**src/sv/xeu_pkg.sv**
```systemverilog
`timescale 1ns / 1ps
// shared types, character codes and entity tables of the xml entity unescaper
package xeu_pkg;

   // queue between front and back
   localparam int QueueDepth = 4;

   // entity name handling
   localparam int NumNames  = 5;
   localparam int NameDepth = 4;
   localparam int NameLen   = 5;

   // largest code point, values saturate here
   localparam logic [20:0] CodeMax = 21'h10FFFF;

   // character codes
   localparam logic [7:0] CharAmp   = 8'h26;
   localparam logic [7:0] CharHash  = 8'h23;
   localparam logic [7:0] CharSemi  = 8'h3B;
   localparam logic [7:0] CharQmark = 8'h3F;
   localparam logic [7:0] CharLowX  = 8'h78;
   localparam logic [7:0] CharUpX   = 8'h58;
   localparam logic [7:0] CharZero  = 8'h30;
   localparam logic [7:0] CharNine  = 8'h39;
   localparam logic [7:0] CharLowA  = 8'h61;
   localparam logic [7:0] CharLowF  = 8'h66;
   localparam logic [7:0] CharUpA   = 8'h41;
   localparam logic [7:0] CharUpF   = 8'h46;

   // entity names without the leading ampersand, padded with zero
   localparam logic [7:0] EntText [NumNames][NameLen] = '{
      '{8'h61, 8'h6D, 8'h70, 8'h3B, 8'h00},   // amp;
      '{8'h71, 8'h75, 8'h6F, 8'h74, 8'h3B},   // quot;
      '{8'h6C, 8'h74, 8'h3B, 8'h00, 8'h00},   // lt;
      '{8'h67, 8'h74, 8'h3B, 8'h00, 8'h00},   // gt;
      '{8'h61, 8'h70, 8'h6F, 8'h73, 8'h3B}    // apos;
   };
   localparam logic [2:0] EntLen [NumNames] = '{3'd4, 3'd5, 3'd3, 3'd3, 3'd5};
   localparam logic [7:0] EntChar [NumNames] = '{8'h26, 8'h22, 8'h3C, 8'h3E, 8'h27};

   // decoder modes
   typedef enum logic [3:0] {
      ModePlain = 4'b0001,
      ModeName  = 4'b0010,
      ModeHash  = 4'b0100,
      ModeNum   = 4'b1000
   } mode_type;

   // error marker that opens or closes an item's output
   typedef enum logic [1:0] {
      MarkNone  = 2'd0,
      MarkAmp   = 2'd1,
      MarkQmark = 2'd2
   } mark_type;

   // one classified item: leading marker plus name bytes, decoded bytes,
   // trailing marker plus name bytes
   typedef struct packed {
      mark_type        pre_mark;
      mark_type        post_mark;
      logic [2:0]      pre_end;
      logic [2:0]      main_end;
      logic [2:0]      total;
      logic [3:0][7:0] main_bytes;
      logic [3:0][7:0] name_bytes;
      logic            last;
   } cmd_type;

endpackage

```
**src/sv/xeu_front.sv**
```systemverilog
`timescale 1ns / 1ps
// front end: accepts raw bytes, tracks entity state and classifies each item
module xeu_front (
   input  logic             clock,
   input  logic             reset,
   input  logic             req_valid,
   output logic             req_ready,
   input  logic [7:0]       req_in_byte,
   input  logic             req_in_last,
   input  logic             q_full,
   output logic             q_push,
   output xeu_pkg::cmd_type q_cmd
);

   xeu_pkg::mode_type mode_ff, mode_in;
   logic [xeu_pkg::NumNames-1:0] cand_ff, cand_in;
   logic [2:0]  count_ff, count_in;
   logic [3:0][7:0] buf_ff, buf_in;
   logic [20:0] code_ff, code_in;
   logic        hex_ff, hex_in;

   logic        accept;
   logic [7:0]  c;

   // name matching
   logic [xeu_pkg::NumNames-1:0] hit, done;
   logic [7:0]  done_char;

   // digit decode and value update
   logic        is_digit;
   logic [3:0]  digit;
   logic [24:0] code_wide, code_times, code_sum;
   logic [20:0] code_sat;

   // utf-8 encoding of the held value
   logic [2:0]      utf_len;
   logic [3:0][7:0] utf_bytes;

   // item classification
   xeu_pkg::mark_type pre_mark, post_mark;
   logic [2:0]      pre_len, post_len, main_len;
   logic [3:0][7:0] main_bytes;
   logic            plain_tail, num_tail;
   logic [2:0]      pre_end, main_end, total;

   assign c         = req_in_byte;
   assign req_ready = !q_full;
   assign accept    = req_valid && !q_full;

   // which names still match with this byte, and which complete
   always_comb begin
      hit       = '0;
      done      = '0;
      done_char = 8'h00;
      for (int k = xeu_pkg::NumNames - 1; k >= 0; k--) begin
         hit[k] = cand_ff[k] && (xeu_pkg::EntLen[k] > count_ff)
                  && (xeu_pkg::EntText[k][count_ff] == c);
         done[k] = hit[k] && (xeu_pkg::EntLen[k] == count_ff + 3'd1);
         if (done[k]) begin
            done_char = xeu_pkg::EntChar[k];
         end
      end
   end

   // digit of the current base
   always_comb begin
      is_digit = 1'b0;
      digit    = 4'd0;
      if (c >= xeu_pkg::CharZero && c <= xeu_pkg::CharNine) begin
         is_digit = 1'b1;
         digit    = 4'(c - xeu_pkg::CharZero);
      end else if (hex_ff && c >= xeu_pkg::CharLowA && c <= xeu_pkg::CharLowF) begin
         is_digit = 1'b1;
         digit    = 4'(c - xeu_pkg::CharLowA + 8'd10);
      end else if (hex_ff && c >= xeu_pkg::CharUpA && c <= xeu_pkg::CharUpF) begin
         is_digit = 1'b1;
         digit    = 4'(c - xeu_pkg::CharUpA + 8'd10);
      end
   end

   // value times base plus digit, saturated
   always_comb begin
      code_wide  = {4'd0, code_ff};
      code_times = hex_ff ? (code_wide << 4) : ((code_wide << 3) + (code_wide << 1));
      code_sum   = code_times + {21'd0, digit};
      code_sat   = (code_sum > {4'd0, xeu_pkg::CodeMax}) ? xeu_pkg::CodeMax : code_sum[20:0];
   end

   // utf-8 bytes of the held value
   always_comb begin
      utf_bytes = '0;
      if (code_ff < 21'h80) begin
         utf_len      = 3'd1;
         utf_bytes[0] = code_ff[7:0];
      end else if (code_ff < 21'h800) begin
         utf_len      = 3'd2;
         utf_bytes[0] = {3'b110, code_ff[10:6]};
         utf_bytes[1] = {2'b10, code_ff[5:0]};
      end else if (code_ff < 21'h10000) begin
         utf_len      = 3'd3;
         utf_bytes[0] = {4'b1110, code_ff[15:12]};
         utf_bytes[1] = {2'b10, code_ff[11:6]};
         utf_bytes[2] = {2'b10, code_ff[5:0]};
      end else begin
         utf_len      = 3'd4;
         utf_bytes[0] = {5'b11110, code_ff[20:18]};
         utf_bytes[1] = {2'b10, code_ff[17:12]};
         utf_bytes[2] = {2'b10, code_ff[11:6]};
         utf_bytes[3] = {2'b10, code_ff[5:0]};
      end
   end

   // next state and item classification
   always_comb begin
      mode_in    = mode_ff;
      cand_in    = cand_ff;
      count_in   = count_ff;
      buf_in     = buf_ff;
      code_in    = code_ff;
      hex_in     = hex_ff;
      pre_mark   = xeu_pkg::MarkNone;
      post_mark  = xeu_pkg::MarkNone;
      pre_len    = 3'd0;
      post_len   = 3'd0;
      main_len   = 3'd0;
      main_bytes = '0;
      plain_tail = 1'b0;
      num_tail   = 1'b0;

      unique case (mode_ff)
         xeu_pkg::ModeName: begin
            if (count_ff == 3'd0 && c == xeu_pkg::CharHash) begin
               mode_in = xeu_pkg::ModeHash;
               code_in = '0;
               hex_in  = 1'b0;
            end else if (|done) begin
               main_len      = 3'd1;
               main_bytes[0] = done_char;
               mode_in       = xeu_pkg::ModePlain;
               count_in      = 3'd0;
            end else if (|hit) begin
               buf_in[count_ff[1:0]] = c;
               count_in = count_ff + 3'd1;
               cand_in  = hit;
            end else begin
               // unknown name: ampersand, buffered bytes, then the byte as text
               pre_mark   = xeu_pkg::MarkAmp;
               pre_len    = count_ff;
               count_in   = 3'd0;
               plain_tail = 1'b1;
            end
         end
         xeu_pkg::ModeHash: begin
            mode_in = xeu_pkg::ModeNum;
            if (c == xeu_pkg::CharLowX || c == xeu_pkg::CharUpX) begin
               hex_in = 1'b1;
            end else begin
               num_tail = 1'b1;
            end
         end
         xeu_pkg::ModeNum: begin
            num_tail = 1'b1;
         end
         default: begin
            plain_tail = 1'b1;
         end
      endcase

      // numeric reference byte
      if (num_tail) begin
         if (is_digit) begin
            code_in = code_sat;
         end else if (c == xeu_pkg::CharSemi) begin
            main_len   = utf_len;
            main_bytes = utf_bytes;
            mode_in    = xeu_pkg::ModePlain;
         end else begin
            pre_mark   = xeu_pkg::MarkQmark;
            plain_tail = 1'b1;
         end
      end

      // byte handled as text
      if (plain_tail) begin
         if (c == xeu_pkg::CharAmp) begin
            mode_in  = xeu_pkg::ModeName;
            count_in = 3'd0;
            cand_in  = '1;
         end else begin
            mode_in       = xeu_pkg::ModePlain;
            main_len      = 3'd1;
            main_bytes[0] = c;
         end
      end

      // end of string flushes an open entity
      if (req_in_last) begin
         if (mode_in == xeu_pkg::ModeName) begin
            post_mark = xeu_pkg::MarkAmp;
            post_len  = count_in;
         end else if (mode_in == xeu_pkg::ModeHash || mode_in == xeu_pkg::ModeNum) begin
            post_mark = xeu_pkg::MarkQmark;
         end
         mode_in  = xeu_pkg::ModePlain;
         count_in = 3'd0;
      end

      pre_end  = 3'((pre_mark != xeu_pkg::MarkNone) ? 1 : 0) + pre_len;
      main_end = pre_end + main_len;
      total    = main_end + 3'((post_mark != xeu_pkg::MarkNone) ? 1 : 0) + post_len;
   end

   // item toward the back end
   assign q_push = accept && (total != 3'd0);
   always_comb begin
      q_cmd            = '0;
      q_cmd.pre_mark   = pre_mark;
      q_cmd.post_mark  = post_mark;
      q_cmd.pre_end    = pre_end;
      q_cmd.main_end   = main_end;
      q_cmd.total      = total;
      q_cmd.main_bytes = main_bytes;
      q_cmd.name_bytes = buf_in;
      q_cmd.last       = req_in_last;
   end

   // control state
   always_ff @(posedge clock) begin
      if (reset) begin
         mode_ff  <= xeu_pkg::ModePlain;
         cand_ff  <= '1;
         count_ff <= 3'd0;
         code_ff  <= '0;
         hex_ff   <= 1'b0;
      end else if (accept) begin
         mode_ff  <= mode_in;
         cand_ff  <= cand_in;
         count_ff <= count_in;
         code_ff  <= code_in;
         hex_ff   <= hex_in;
      end
   end

   // name bytes
   always_ff @(posedge clock) begin
      if (accept) begin
         buf_ff <= buf_in;
      end
   end

endmodule

```
**src/sv/xeu_queue.sv**
```systemverilog
`timescale 1ns / 1ps
// small first-in first-out queue of classified items between front and back
module xeu_queue #(
   parameter int Depth = xeu_pkg::QueueDepth
) (
   input  logic             clock,
   input  logic             reset,
   input  logic             push,
   input  xeu_pkg::cmd_type push_cmd,
   output logic             full,
   input  logic             pop,
   output logic             not_empty,
   output xeu_pkg::cmd_type head_cmd
);

   localparam int PtrW = $clog2(Depth);
   localparam int CntW = $clog2(Depth + 1);

   xeu_pkg::cmd_type slot_ff [Depth];
   logic [PtrW-1:0] wr_ptr_ff, wr_ptr_in;
   logic [PtrW-1:0] rd_ptr_ff, rd_ptr_in;
   logic [CntW-1:0] cnt_ff, cnt_in;
   logic            do_push, do_pop;

   assign full      = (cnt_ff == CntW'(Depth));
   assign not_empty = (cnt_ff != '0);
   assign do_push   = push && !full;
   assign do_pop    = pop && not_empty;
   assign head_cmd  = slot_ff[rd_ptr_ff];

   // pointer and fill count update
   always_comb begin
      wr_ptr_in = wr_ptr_ff;
      rd_ptr_in = rd_ptr_ff;
      cnt_in    = cnt_ff;
      if (do_push) begin
         wr_ptr_in = (wr_ptr_ff == PtrW'(Depth - 1)) ? '0 : wr_ptr_ff + 1'b1;
      end
      if (do_pop) begin
         rd_ptr_in = (rd_ptr_ff == PtrW'(Depth - 1)) ? '0 : rd_ptr_ff + 1'b1;
      end
      if (do_push && !do_pop) begin
         cnt_in = cnt_ff + 1'b1;
      end else if (do_pop && !do_push) begin
         cnt_in = cnt_ff - 1'b1;
      end
   end

   always_ff @(posedge clock) begin
      if (reset) begin
         wr_ptr_ff <= '0;
         rd_ptr_ff <= '0;
         cnt_ff    <= '0;
      end else begin
         wr_ptr_ff <= wr_ptr_in;
         rd_ptr_ff <= rd_ptr_in;
         cnt_ff    <= cnt_in;
      end
   end

   // item storage
   always_ff @(posedge clock) begin
      if (do_push) begin
         slot_ff[wr_ptr_ff] <= push_cmd;
      end
   end

endmodule

```
**src/sv/xeu_back.sv**
```systemverilog
`timescale 1ns / 1ps
// back end: expands each classified item into output bytes, one per cycle while rsp_ready is high
module xeu_back (
   input  logic             clock,
   input  logic             reset,
   input  logic             q_valid,
   input  xeu_pkg::cmd_type q_cmd,
   output logic             q_pop,
   output logic             rsp_valid,
   input  logic             rsp_ready,
   output logic [7:0]       rsp_out_byte,
   output logic             rsp_out_error,
   output logic             rsp_out_last
);

   xeu_pkg::cmd_type cmd_ff;
   logic       busy_ff;
   logic [2:0] idx_ff;
   logic       at_end, load;
   logic [2:0] main_off, post_off, name_off;

   assign at_end    = (idx_ff == cmd_ff.total - 3'd1);
   assign load      = q_valid && (!busy_ff || (rsp_ready && at_end));
   assign q_pop     = load;
   assign rsp_valid = busy_ff;

   // pick the byte at the current position of the item
   always_comb begin
      main_off      = idx_ff - cmd_ff.pre_end;
      post_off      = idx_ff - cmd_ff.main_end;
      name_off      = 3'd0;
      rsp_out_byte  = 8'h00;
      rsp_out_error = 1'b0;
      rsp_out_last  = cmd_ff.last && at_end;
      if (idx_ff < cmd_ff.pre_end) begin
         // leading marker and the flushed name bytes
         if (idx_ff == 3'd0) begin
            rsp_out_error = 1'b1;
            rsp_out_byte  = (cmd_ff.pre_mark == xeu_pkg::MarkAmp) ? xeu_pkg::CharAmp
                                                                 : xeu_pkg::CharQmark;
         end else begin
            name_off     = idx_ff - 3'd1;
            rsp_out_byte = cmd_ff.name_bytes[name_off[1:0]];
         end
      end else if (idx_ff < cmd_ff.main_end) begin
         rsp_out_byte = cmd_ff.main_bytes[main_off[1:0]];
      end else begin
         // trailing marker at end of string and the flushed name bytes
         if (post_off == 3'd0) begin
            rsp_out_error = 1'b1;
            rsp_out_byte  = (cmd_ff.post_mark == xeu_pkg::MarkAmp) ? xeu_pkg::CharAmp
                                                                  : xeu_pkg::CharQmark;
         end else begin
            name_off     = post_off - 3'd1;
            rsp_out_byte = cmd_ff.name_bytes[name_off[1:0]];
         end
      end
   end

   // position within the current item
   always_ff @(posedge clock) begin
      if (reset) begin
         busy_ff <= 1'b0;
         idx_ff  <= 3'd0;
      end else if (load) begin
         busy_ff <= 1'b1;
         idx_ff  <= 3'd0;
      end else if (busy_ff && rsp_ready) begin
         if (at_end) begin
            busy_ff <= 1'b0;
         end else begin
            idx_ff <= idx_ff + 3'd1;
         end
      end
   end

   // current item
   always_ff @(posedge clock) begin
      if (load) begin
         cmd_ff <= q_cmd;
      end
   end

endmodule

```
**src/sv/xml_entity_unescaper.sv**
```systemverilog
`timescale 1ns / 1ps
// xml entity unescaper: one raw byte in, zero to six unescaped bytes out
// an item reaches the output through a queue slot and then the back end's item register
// throughput: one input byte per cycle while the queue is not full; the back end sends
//   an item's bytes one by one and, while busy, loads the next item only as the last byte is taken
// the queue of QueueDepth items lets the input run on while an expansion drains
// reset (synchronous, active high) returns to plain text and empties the queue
module xml_entity_unescaper #(
   parameter int QueueDepth = xeu_pkg::QueueDepth
) (
   input  logic       clock,
   input  logic       reset,
   input  logic       req_valid,
   output logic       req_ready,
   input  logic [7:0] req_in_byte,
   input  logic       req_in_last,
   output logic       rsp_valid,
   input  logic       rsp_ready,
   output logic [7:0] rsp_out_byte,
   output logic       rsp_out_error,
   output logic       rsp_out_last
);

   xeu_pkg::cmd_type push_cmd, head_cmd;
   logic push, full, pop, not_empty;

   // classify incoming bytes
   xeu_front u_front (
      .clock       (clock),
      .reset       (reset),
      .req_valid   (req_valid),
      .req_ready   (req_ready),
      .req_in_byte (req_in_byte),
      .req_in_last (req_in_last),
      .q_full      (full),
      .q_push      (push),
      .q_cmd       (push_cmd)
   );

   // decouple front and back
   xeu_queue #(
      .Depth (QueueDepth)
   ) u_queue (
      .clock     (clock),
      .reset     (reset),
      .push      (push),
      .push_cmd  (push_cmd),
      .full      (full),
      .pop       (pop),
      .not_empty (not_empty),
      .head_cmd  (head_cmd)
   );

   // expand items into output bytes
   xeu_back u_back (
      .clock         (clock),
      .reset         (reset),
      .q_valid       (not_empty),
      .q_cmd         (head_cmd),
      .q_pop         (pop),
      .rsp_valid     (rsp_valid),
      .rsp_ready     (rsp_ready),
      .rsp_out_byte  (rsp_out_byte),
      .rsp_out_error (rsp_out_error),
      .rsp_out_last  (rsp_out_last)
   );

endmodule

```
**config.mk**
```make
export PLATFORM = sky130hd
export DESIGN_NAME = xml_entity_unescaper
export DESIGN_NICKNAME = d
export VERILOG_FILES = /design/src/sv/xeu_pkg.sv /design/src/sv/xeu_front.sv /design/src/sv/xeu_queue.sv /design/src/sv/xeu_back.sv /design/src/sv/xml_entity_unescaper.sv
export SDC_FILE = /design/constraint.sdc
export NUM_CORES = 1
export LEC_CHECK = 0
export BUFFER_PORTS_ARGS = -buffer_cell sky130_fd_sc_hd__buf_2
export CAP_MARGIN = 40
export CORE_UTILIZATION = 40
export CTS_CLUSTER_SIZE = 40
export DETAILED_ROUTE_END_ITERATION = 8
export GPL_TIMING_DRIVEN = 0
export PLACE_DENSITY = 0.61
export SLEW_MARGIN = 20
export SYNTH_ARGS = -nofsm -noshare
export SYNTH_HDL_FRONTEND = slang
export SYNTH_SLANG_ARGS = --single-unit
```
**constraint.sdc**
```tcl
create_clock -name clock -period 19.2 [get_ports clock]
set_clock_uncertainty 0.1 [all_clocks]
set_input_delay 2.88 -clock clock [delete_from_list [all_inputs] [get_ports clock]]
set_output_delay 2.88 -clock clock [all_outputs]
set_load 0.005 [all_outputs]
```
Word-level counts from Yosys, hierarchy flattened
Memory sizes are Yosys's and may differ from the RTL's. A register that Yosys moved wholly into a read port is not among the register bits.
Cells that the tools add are included.
- register bits: 77
- bits in writable memories: 312
- memory bits (read-only): 320
- bits of input ports: 13
- output and inout bits: 12
- word-level logic and storage cells: 285
- memories: 6
- memories (memory ; depth ; bits a word ; read ports ; clocked after Yosys merged registers in ; wr ports ; RTL line ; RTL):
    u_queue.slot_ff ; 4 ; 78 ; 1 ; 1 ; 1 ; xeu_queue.sv:19 ; xeu_pkg::cmd_type slot_ff [Depth];
    (name not given) ; 8 ; 8 ; 1 ; 0 ; 0 ; xeu_front.sv:57 ; && (xeu_pkg::EntText[k][count_ff] == c);
    (name not given) ; 8 ; 8 ; 1 ; 0 ; 0 ; xeu_front.sv:57 ;
    (name not given) ; 8 ; 8 ; 1 ; 0 ; 0 ; xeu_front.sv:57 ;
    (name not given) ; 8 ; 8 ; 1 ; 0 ; 0 ; xeu_front.sv:57 ;
    (name not given) ; 8 ; 8 ; 1 ; 0 ; 0 ; xeu_front.sv:57 ;
- add/subtract/negate cells: 22
- magnitude comparators: 21
- equal/unequal tests: 27
- muxes and demuxes: 136
- bitwise operators: 2
- reduce and logical (&&, ||, !) cells: 57
- operators by type and width (kind ; number):
    2-to-1 mux 8 bit ; 29
    2-to-1 mux 32 bit ; 7
    2-to-1 mux 21 bit ; 5
    2-to-1 mux 3 bit ; 25
    binary-select mux 8 bit (select 2 bit) ; 3
    equality test 8 bit ; 5
    2-to-1 mux 4 bit ; 10
    2-to-1 mux 5 bit ; 8
    bitwise mux 32 bit ; 1
    logical AND 1 bit ; 32
    2-to-1 mux 16 bit ; 2
    adder 24 x 22 -> 25 bit ; 1
    adder 25 x 4 -> 25 bit ; 1
    > comparator 25 x 21 -> 1 bit (second input constant) ; 1
    2-to-1 mux 1 bit ; 25
    2-to-1 mux 25 bit ; 1
    equality test 8 x 6 -> 1 bit (second input constant) ; 3
    2-to-1 mux 2 bit ; 12
    2-to-1 mux 24 bit ; 1
    2-to-1 mux 22 bit ; 1
    less-than comparator 21 x 12 -> 1 bit (second input constant) ; 1
    less-than comparator 21 x 17 -> 1 bit (second input constant) ; 1
    less-than comparator 21 x 8 -> 1 bit (second input constant) ; 1
    demux 8 bit (select 2 bit) ; 1
    other kinds (44) ; 88

Longest topological paths before layout
Gate-level depths: netlist of run 1.
- word-level depth: 31
- mapped depth: 26
- mapped depth without buffers: 23

By module
From an unflattened synthesis of run 1, not the netlist that was laid out.
- cell total of the unflattened synthesis: 1541
- area total of the unflattened synthesis: 22386.5 sq um
- modules (own cells, without submodules) (module ; instances ; cells an instance ; area an instance (sq um) ; seq. area each (sq um)):
    xeu_queue ; 1 ; 458 ; 11745.0 ; 9549.2
    xeu_front ; 1 ; 877 ; 6982.9 ; 1641.6
    xeu_back ; 1 ; 206 ; 3658.5 ; 2422.3

Worst setup path after synthesis of run 1
OpenSTA, ideal clock, no wires.
- kind: input port to flip-flop
- from: input port req_in_byte[0]
- to: memory u_queue.slot_ff[0][0] in the netlist's numbering, enable pin
- setup time: 441 ps
- data arrival time: 8385 ps
- required time: 18659 ps
- path slack: 10274 ps
- stages: 19
- buffers on the path: 2
- cells stage by stage: buf_6 buf_2 inv_1 ha_1 nand2b_1 a211oi_1 a211oi_1 nor2_1 nand3b_1 o21ai_0 ha_1 ha_1 fa_1 inv_1 fa_1 xor2_2 xnor2_2 o31a_4 and2_1
- RTL lines (element ; RTL line ; RTL):
    from (decl) ; xml_entity_unescaper.sv:15 ; input logic [7:0] req_in_byte,
    to (decl) ; xeu_queue.sv:19 ;

==> results.md, run 1 <==
- Counting cells, the worst reg-to-reg path comes to 25.
- The worst endpoint required time is between 15,000 and 20,000 ps.
- The critical path capture point type is a flop.
- The floorplan step defined a die boundary enclosing roughly 55,000 sq um.
- The via count of the first global-routing pass was ~13,000.
- The count of buffers added on input and output ports is 24.
- The routed via count is around 13,000.
- The worst setup path is launched from a primary input.
- The global-route usage over all layers is about a fifth.
- Setup repair after global routing left no endpoint under its margin.
- The time the worst path needs with I/O delays and setup is between 8000 and 9000 ps.
- The clock insertion delay at the later pin of the skew report is around 580 ps.
- In this run, CTS created clock tree buffers numbering 47.
- Setup slack on the worst reg-to-reg path comes out at roughly 12,000 ps.
- The final hold violation count is 0.
- The class of the most critical hold timing path is flop to flop.
- The worst min-delay path startpoint is u_front.cand_ff[0].
- The highest net fanout along the worst path is 10.
- Entering global routing, the biggest net connects 42 pins.
- The sum of routed wire length over all layers is around 50 mm.
- Dividing total power by cell area gives a power density of about 110 nW/um^2.
- The number of gates resized after CTS was 0.
- The area inside the core boundary is approximately 53,000 sq um.
- The total negative slack for setup checks is 0 ps.
- The total of warnings raised by yosys is 0.
- The fraction of layout instances using a drive strength above 1 is 17.2%.
- In this run the mean area of a mapped cell was approximately 14 sq um.
- TritonCTS built the clock tree.
- The destination of the worst hold path is u_front.cand_ff[0].
- The critical path's slowest cell is sky130_fd_sc_hd__fa_1.
- Along the worst hold path, the cell count comes to 1.
- The final worst-path cycle share is a little under half.
- The setup path with the least slack is of type primary input to flop.
- The number of maximum-capacitance constraint violations is 0.
- The fmax is between 100 and 150 MHz.
- The HPWL reported at the end of detailed placement is ~36 mm.
- The number of buffers inserted for hold repair after clock tree synthesis is 0.
- Summed over all cells, the static leakage comes to roughly 7.7 nW.
- The clock transition at the registers of the reported paths is about 60 ps.
- The pre-antenna-repair detailed-routing pass consisted of 7 iterations.
- Yosys mapped a number of flops with a built-in enable equal to between 400 and 500.
- After synthesis, the share of flip-flops with an asynchronous set or reset is 0%.
- The critical path contains buffers and inverters numbering 6 combined.
- Leaving out fill and tap cells, the most frequent cell in the layout is sky130_fd_sc_hd__edfxtp_1.
- The worst register-to-register path begins at u_front.count_ff[1].
- The maximum level of the CTS H-tree is 2.
- Row generation in the floorplan step produced 84 rows.
- After detailed routing, the average wire length per cell comes to 22.2 microns.
- The final estimated routing congestion in global placement is ~0.88.
- The area growth from synthesis to layout is 13.0%.
- For this run, the post-layout net count is roughly 1,700.
- Among cell families on the critical path, the largest total delay comes from adder cells.
- The initial antenna violation count is 2.
- The maximum vdd ir drop is ~0.065 mV.
- The fill cell instance count of the final layout is 4,651.
- Counting buffers and inverters, the worst setup path is 26 cells deep.
- The flow ran to the end, but the final reports show violations.
- The number of distinct library cells after synthesis is 100.
- The library cells used most frequently in the layout, excluding fill and tap cells, are sky130_fd_sc_hd__edfxtp_1 (407), sky130_fd_sc_hd__nand2_1 (110), sky130_fd_sc_hd__nor2_1 (103).
- The final reports fail on DRC.
- Using the TritonRoute via totals, the vias-per-cell ratio works out to between 5 and 6.
- The leftover overflow at the end of global routing is 0.
- The largest single stage delay on the critical path is between 600 and 700 ps.
- The setup fix buffers added after clock tree synthesis is 0.
- Among all flip-flop cells after synthesis, the most frequent one is sky130_fd_sc_hd__edfxtp_1.
- The remaining routing DRC violations is 1.
- The number of antenna diodes in the final layout is 0.
- Measured along the y axis, the die boundary spans 234 microns.
- The arrival time at the worst endpoint is approximately 9400 ps.
- 25 I/O pins were placed.
- The TritonCTS sink count is approximately 450.
- The final setup violation count is 0.
- The root buffer cell chosen for the clock tree is sky130_fd_sc_hd__clkbuf_16.
- The endpoint of the most critical register-to-register path is u_queue.cnt_ff[2].
- The initial utilization of the core area, before any placement, comes to about two fifths.
- The core utilization of the finished layout is a little under half.
- For the pin with the worst max-slew slack, the measured transition is around 850 ps.
- The detail route stage leaves a number of antenna-violating nets equal to 0.
- Measured against its own limit, the worst slew margin works out to a little over two fifths.
- Synthesis inferred between 400 and 500 register bits.
- The number of nets produced by synthesis is 1,573.
- The first global-routing pass estimated between 70 and 80 mm of wire.
- The final-report max-slew violation count came to 0.
- For this block, the initial DRC count from the detailed router was about 1,200.
- Synthesis handed over a netlist of around 1,500 instances.
- The maximum buffer depth of the clock tree is 3.
- The part of the Yosys area used for sequential elements is around three fifths.
- The die boundary width is roughly 230 microns.
- In this run the cell area of the synthesized design comes to ~21,000 sq um.
-- cell families after synthesis --
| kind of cell | share of synthesized area [%] |
|---|---|
| multiplexers | 11.5 |
| XOR/XNOR | 1.97 |
| buffers and inverters | 2.44 |
| AO/OA/AOI/OAI | 10.0 |
| adder cells (fa/ha/maj) | 3.91 |
| AND/OR/NAND/NOR | 9.16 |
| flip-flops | 61.0 |
-- Yosys cell counts, types with 22 or more instances --
| cell type | n | share of area [%] |
|---|---|---|
| sky130_fd_sc_hd__edfxtp_1 | 407 | 57 |
| sky130_fd_sc_hd__nand2_1 | 110 | 1.9 |
| sky130_fd_sc_hd__nor2_1 | 103 | 1.8 |
| sky130_fd_sc_hd__mux4_2 | 98 | 10 |
| sky130_fd_sc_hd__a21oi_1 | 67 | 1.6 |
| sky130_fd_sc_hd__ha_1 | 56 | 3.3 |
| sky130_fd_sc_hd__o21ai_0 | 54 | 1.3 |
| sky130_fd_sc_hd__dfxtp_1 | 45 | 4.2 |
| sky130_fd_sc_hd__inv_1 | 41 | 0.72 |
| sky130_fd_sc_hd__clkbuf_1 | 33 | 0.58 |
| sky130_fd_sc_hd__nor3_1 | 27 | 0.63 |
| sky130_fd_sc_hd__and2_1 | 25 | 0.73 |
| sky130_fd_sc_hd__nor2b_1 | 23 | 0.67 |
| sky130_fd_sc_hd__xnor2_1 | 23 | 0.94 |
| sky130_fd_sc_hd__a211oi_1 | 22 | 0.77 |
| sky130_fd_sc_hd__a21o_1 | 22 | 0.77 |
-- worst max path at each step --
stage | start | endpoint | slack [ps]
floorplan | req_in_byte[0] | u_queue.slot_ff[0][0] | 10270
global placement | req_in_byte[0] | u_queue.slot_ff[0][24] | 7330
detailed placement | req_in_byte[0] | u_queue.cnt_ff[2] | 9690
CTS | req_in_byte[0] | u_queue.cnt_ff[2] | 10300
global route | req_in_byte[0] | u_queue.cnt_ff[2] | 9840
finish | req_in_byte[0] | u_queue.cnt_ff[2] | 10230
-- report_power, final --
part           leakage [nW]  total (mW)  internal [mW]  switching (mW)
Combinational          3.54       0.699          0.306           0.393
Clock                 0.672       0.841          0.472           0.369
Sequential             3.45        1.25           1.21          0.0337
Total                  7.66        2.79           1.99           0.796
-- state kept, by name, summed over array words and instances (netlist names), 3 cells and up --
register,count
u_queue.slot_ff,300
u_back.cmd_ff,75
u_front.buf_ff,32
u_front.code_ff,21
u_front.cand_ff,5
u_front.mode_ff,4
u_back.idx_ff,3
u_front.count_ff,3
u_queue.cnt_ff,3
-- layout make-up --
class	instances	area (sq um)	share of cell area (%)
buffer	77	367	1.51
multi-input combinational	925	7870	32.4
inverter	43	161	0.664
clock buffer	61	1250	5.14
sequential	452	13100	54.0
tap	688	861	3.54
timing repair buffer	47	518	2.13
clock inverter	22	149	0.613
-- per-layer routing --
metal,part of all wire [%],GRT usage [%],vias up
met2,46,29.5,367
met1,47,28.0,6603
met5,0,0,-
met3,5.3,2.77,65
li1,-,-,6046
met4,2.4,6.47,0
-- stage by stage --
| step | total power [mW] | hold slack (ps) | cells | setup WS, ps | area [sq um] |
|---|---|---|---|---|---|
| after floorplan | 1.70 | 336 | 1497 | 10270 | 21500 |
| after global placement | 1.93 | 354 | 2209 | 7330 | 22500 |
| after detailed placement | 1.97 | 363 | 2229 | 9690 | 22900 |
| after CTS | 2.81 | 378 | 2312 | 10300 | 24300 |
| after global routing | 2.90 | 403 | 2315 | 9840 | 24300 |
| final | 2.79 | 381 | 2315 | 10230 | 24300 |
-- worst reg2reg max path: stages, from the launching register on --
cell,delay [ps]
sky130_fd_sc_hd__dfxtp_1,370
sky130_fd_sc_hd__buf_2,220
sky130_fd_sc_hd__inv_1,240
sky130_fd_sc_hd__ha_1,200
sky130_fd_sc_hd__buf_2,240
sky130_fd_sc_hd__or4b_1,480
sky130_fd_sc_hd__a211oi_2,310
sky130_fd_sc_hd__o31ai_2,150
sky130_fd_sc_hd__a21bo_1,230
sky130_fd_sc_hd__a221o_2,240
sky130_fd_sc_hd__o211ai_2,200
sky130_fd_sc_hd__nand2_1,300
sky130_fd_sc_hd__o211ai_1,150
sky130_fd_sc_hd__ha_1,210
sky130_fd_sc_hd__fa_1,610
sky130_fd_sc_hd__inv_1,100
sky130_fd_sc_hd__fa_1,470
sky130_fd_sc_hd__xor2_2,200
sky130_fd_sc_hd__xnor2_2,350
sky130_fd_sc_hd__o31a_4,260
sky130_fd_sc_hd__ha_1,200
sky130_fd_sc_hd__inv_1,60
sky130_fd_sc_hd__fa_1,370
sky130_fd_sc_hd__xor2_1,180
sky130_fd_sc_hd__or3_1,310
sky130_fd_sc_hd__a21oi_1,150
(Power assumes the default switching activity.)
==> run 2: changes to the inputs <==
--- a/config.mk
+++ b/config.mk
@@ -11,7 +11,7 @@
 export CTS_CLUSTER_SIZE = 40
 export DETAILED_ROUTE_END_ITERATION = 8
 export GPL_TIMING_DRIVEN = 0
-export PLACE_DENSITY = 0.61
+export PLACE_DENSITY = 0.63
 export SLEW_MARGIN = 20
 export SYNTH_ARGS = -nofsm -noshare
 export SYNTH_HDL_FRONTEND = slang
==> constraint.sdc (replaced) <==
create_clock -name clock -period 7.2 [get_ports clock]
set_clock_uncertainty 0.1 [all_clocks]
set_input_delay 1.08 -clock clock [delete_from_list [all_inputs] [get_ports clock]]
set_output_delay 1.08 -clock clock [all_outputs]
set_load 0.005 [all_outputs]
==> results.md, run 2 (synthesized netlist as in run 1, its figures left out) <==
- The total area inside the core boundary comes to approximately 53,000 sq um.
- The fmax is 146 MHz.
- Fill cells in the final layout number 4,568.
- The height of the die is approximately 230 microns.
- The flip-flop count of the largest register after layout is 300.
- The final hold violation count is 0.
- The routed via count is around 13,000.
- The clock tree synthesis step divided the H-tree into 2 levels.
- In this run, the number of DRC markers left after iteration 0 of detailed routing was 1,317.
- The sum of routed wire length over all layers is a little over 50 mm.
- The final-report max-slew violation count is 0.
- The number of I/O port buffers is 24.
- The worst path in the final design needs a cycle of ~7000 ps, including I/O delays and setup.
- 25 I/O pins were placed.
- The number of cell rows is 84.
- The total negative slack for setup checks is 0 ps.
- The tool flagged a number of max-cap violations equal to 0.
- At the later pin of the worst-skew pair, clock insertion delay measures 570 ps.
- The critical path in this run is classified as flop to flop.
- The worst hold path begins at u_front.cand_ff[0].
- The TritonCTS sink count is about 450.
- Setup repair after global routing left no endpoint under its margin.
- The final standard cell area without fillers is between 20,000 and 25,000 sq um.
- The mean routed wirelength per cell is 22.4 microns.
- The count of antenna-violating nets left after detailed routing is 0.
- Across all hold checks on the routed design, the worst slack comes to 377 ps.
- Once routing completed, OpenROAD measured the worst setup slack at around 360 ps.
- Across the VDD grid, the largest voltage drop is approximately 0.16 mV.
- Before CTS, the worst setup slack after placement is -562 ps.
- The leftover overflow at the end of global routing is 0.
- The transition time at the pin with the least slew margin is 855 ps.
- The HPWL reported at the end of detailed placement is about 36 mm.
- The worst setup path is captured at a flop.
- Counting flops per register, the top entry is u_queue.slot_ff.
- The number of buffers inserted for hold repair after clock tree synthesis is 0.
- The TritonCTS buffer count is 46.
- The library cell used most frequently in the layout, excluding fill and tap cells, is sky130_fd_sc_hd__edfxtp_1.
- The floorplan step defined a die boundary enclosing ~55,000 sq um.
- Clock-pin slew was measured on the worst setup and hold paths at 60 ps.
- In the final layout, the registers with the most flip-flops are u_queue.slot_ff (300), u_back.cmd_ff (75), u_front.buf_ff (32).
- The pre-antenna-repair detailed-routing pass consisted of 7 iterations.
- The placed cell area is between 20,000 and 25,000 sq um.
- Measured against its own limit, the worst slew margin works out to a little over two fifths.
- Relative to the synthesized area, the layout overhead comes to 13.2%.
- Dividing the final minimum period by the clock period gives between 90% and 100%.
- The initial antenna violation count is 3.
- For the worst setup path, the data required time is about 7600 ps.
- The via count of the first global-routing pass is 13,179.
- Setup violations remaining at the end of the flow were counted as 0.
- The core utilization of the finished layout is 46.0%.
- The clock tree from TritonCTS is yes.
- The min-delay analysis places its worst path in the category flop to flop.
- The die boundary width is 234 microns.
- The clock tree root driver cell is sky130_fd_sc_hd__clkbuf_16.
- The flow ran to the end, and the final reports show no timing, DRC or antenna violations.
- For this design the static power due to leakage is about 7.7 nW.
- In the layout the commonest cells are sky130_fd_sc_hd__edfxtp_1 (407), sky130_fd_sc_hd__nand2_1 (109), sky130_fd_sc_hd__nor2_1 (103).
- The kind of start point of the critical path is a flop.
- The total power density per cell area is 306 nW/um^2.
- For this run, the total global-route usage over all layers was measured as between 10% and 20%.
- The fraction of layout instances using a drive strength above 1 is roughly 18%.
- The maximum number of pins on one net before global-route repair is 44.
- Using the TritonRoute via totals, the vias-per-cell ratio works out to 5.72.
- The wire length of the first global-routing pass is ~80 mm.
- The final estimated routing congestion in global placement is 0.885.
- Of all nets on the critical path, the largest fanout is 10.
- At the end of the flow, the number of nets in the layout was about 1,700.
- The critical path starts at u_front.count_ff[1].
- No sink is reached through more buffers than the 3 on the longest clock path.
- The initial utilization of the core area, before any placement, comes to 40.7%.
- The remaining routing DRC violations is 0.
- The arrival time at the worst endpoint is 7220 ps.
- The repair_antennas step left the layout with diodes totalling 0.
- The startpoint identified for the worst register-to-register timing path is u_front.count_ff[1].
run 2: changes by cell type in the layout (fill, tap and decap cells not counted), moves of 3 or more:
cell                       delta
sky130_fd_sc_hd__buf_6        -5
sky130_fd_sc_hd__buf_8        +3
sky130_fd_sc_hd__clkbuf_1     -4
sky130_fd_sc_hd__buf_4        +4
run 2: area by class of cell:
type                       instances  area [sq um]  area share [%]
multi-input combinational        925          7900            32.5
sequential                       452         13100            53.9
buffer                            77           368            1.51
tap                              688           861            3.54
clock inverter                    26           221           0.910
timing repair buffer              47           497            2.04
inverter                          43           165           0.679
clock buffer                      56          1190            4.89
run 2: power by group:
| part | internal [mW] | total, mW | switching (mW) |
|---|---|---|---|
| Sequential | 3.24 | 3.33 | 0.0910 |
| Combinational | 0.795 | 1.84 | 1.04 |
| Clock | 1.28 | 2.27 | 0.985 |
| Total | 5.32 | 7.44 | 2.12 |
run 2: timing repair:
| action | in CTS | in global routing |
|---|---|---|
| setup endpoints to repair | 0 | 241 |
| resized for setup | 0 | 6 |
| setup buffers | 0 | 3 |
run 2: routing by layer:
layer	GRT usage [%]	vias to the layer above	routed length, microns
li1	-	6053	-
met1	27.2	6675	22500
met2	30.5	437	24300
met3	3.87	76	3930
met4	5.07	4	1020
met5	0	-	23
run 2: worst paths after layout:
| check | to | slack [ps] | cells past startpoint |
|---|---|---|---|
| max | u_queue.cnt_ff[2] | 360 | 24 |
| min | u_front.cand_ff[0] | 380 | 1 |
| max reg2reg | u_queue.cnt_ff[2] | 360 | 24 |
| min reg2reg | u_front.cand_ff[0] | 380 | 1 |
run 2: critical path, cell delays in order, from the launching register on:
cell and delay, ps:
sky130_fd_sc_hd__dfxtp_1 380, sky130_fd_sc_hd__buf_2 230, sky130_fd_sc_hd__inv_1 240, sky130_fd_sc_hd__ha_1 190
sky130_fd_sc_hd__buf_2 220, sky130_fd_sc_hd__or4b_1 490, sky130_fd_sc_hd__a211oi_2 320, sky130_fd_sc_hd__o31ai_4 130
sky130_fd_sc_hd__a21bo_1 230, sky130_fd_sc_hd__a221o_2 250, sky130_fd_sc_hd__o21ai_0 110, sky130_fd_sc_hd__ha_1 220
sky130_fd_sc_hd__ha_1 390, sky130_fd_sc_hd__fa_2 690, sky130_fd_sc_hd__inv_1 90, sky130_fd_sc_hd__fa_1 480
sky130_fd_sc_hd__xor2_2 230, sky130_fd_sc_hd__xnor2_4 270, sky130_fd_sc_hd__o31a_4 260, sky130_fd_sc_hd__ha_1 210
sky130_fd_sc_hd__inv_1 60, sky130_fd_sc_hd__fa_1 380, sky130_fd_sc_hd__xor2_1 180, sky130_fd_sc_hd__or3_1 300
sky130_fd_sc_hd__a21oi_1 130
run 2: through the flow:
stage	power [mW]	instances
6_report	7.44	2314
5_1_grt	7.75	2314
4_1_cts	7.52	2310
3_5_place_dp	5.26	2228
3_3_place_gp	5.13	2209
2_1_floorplan	4.54	1497
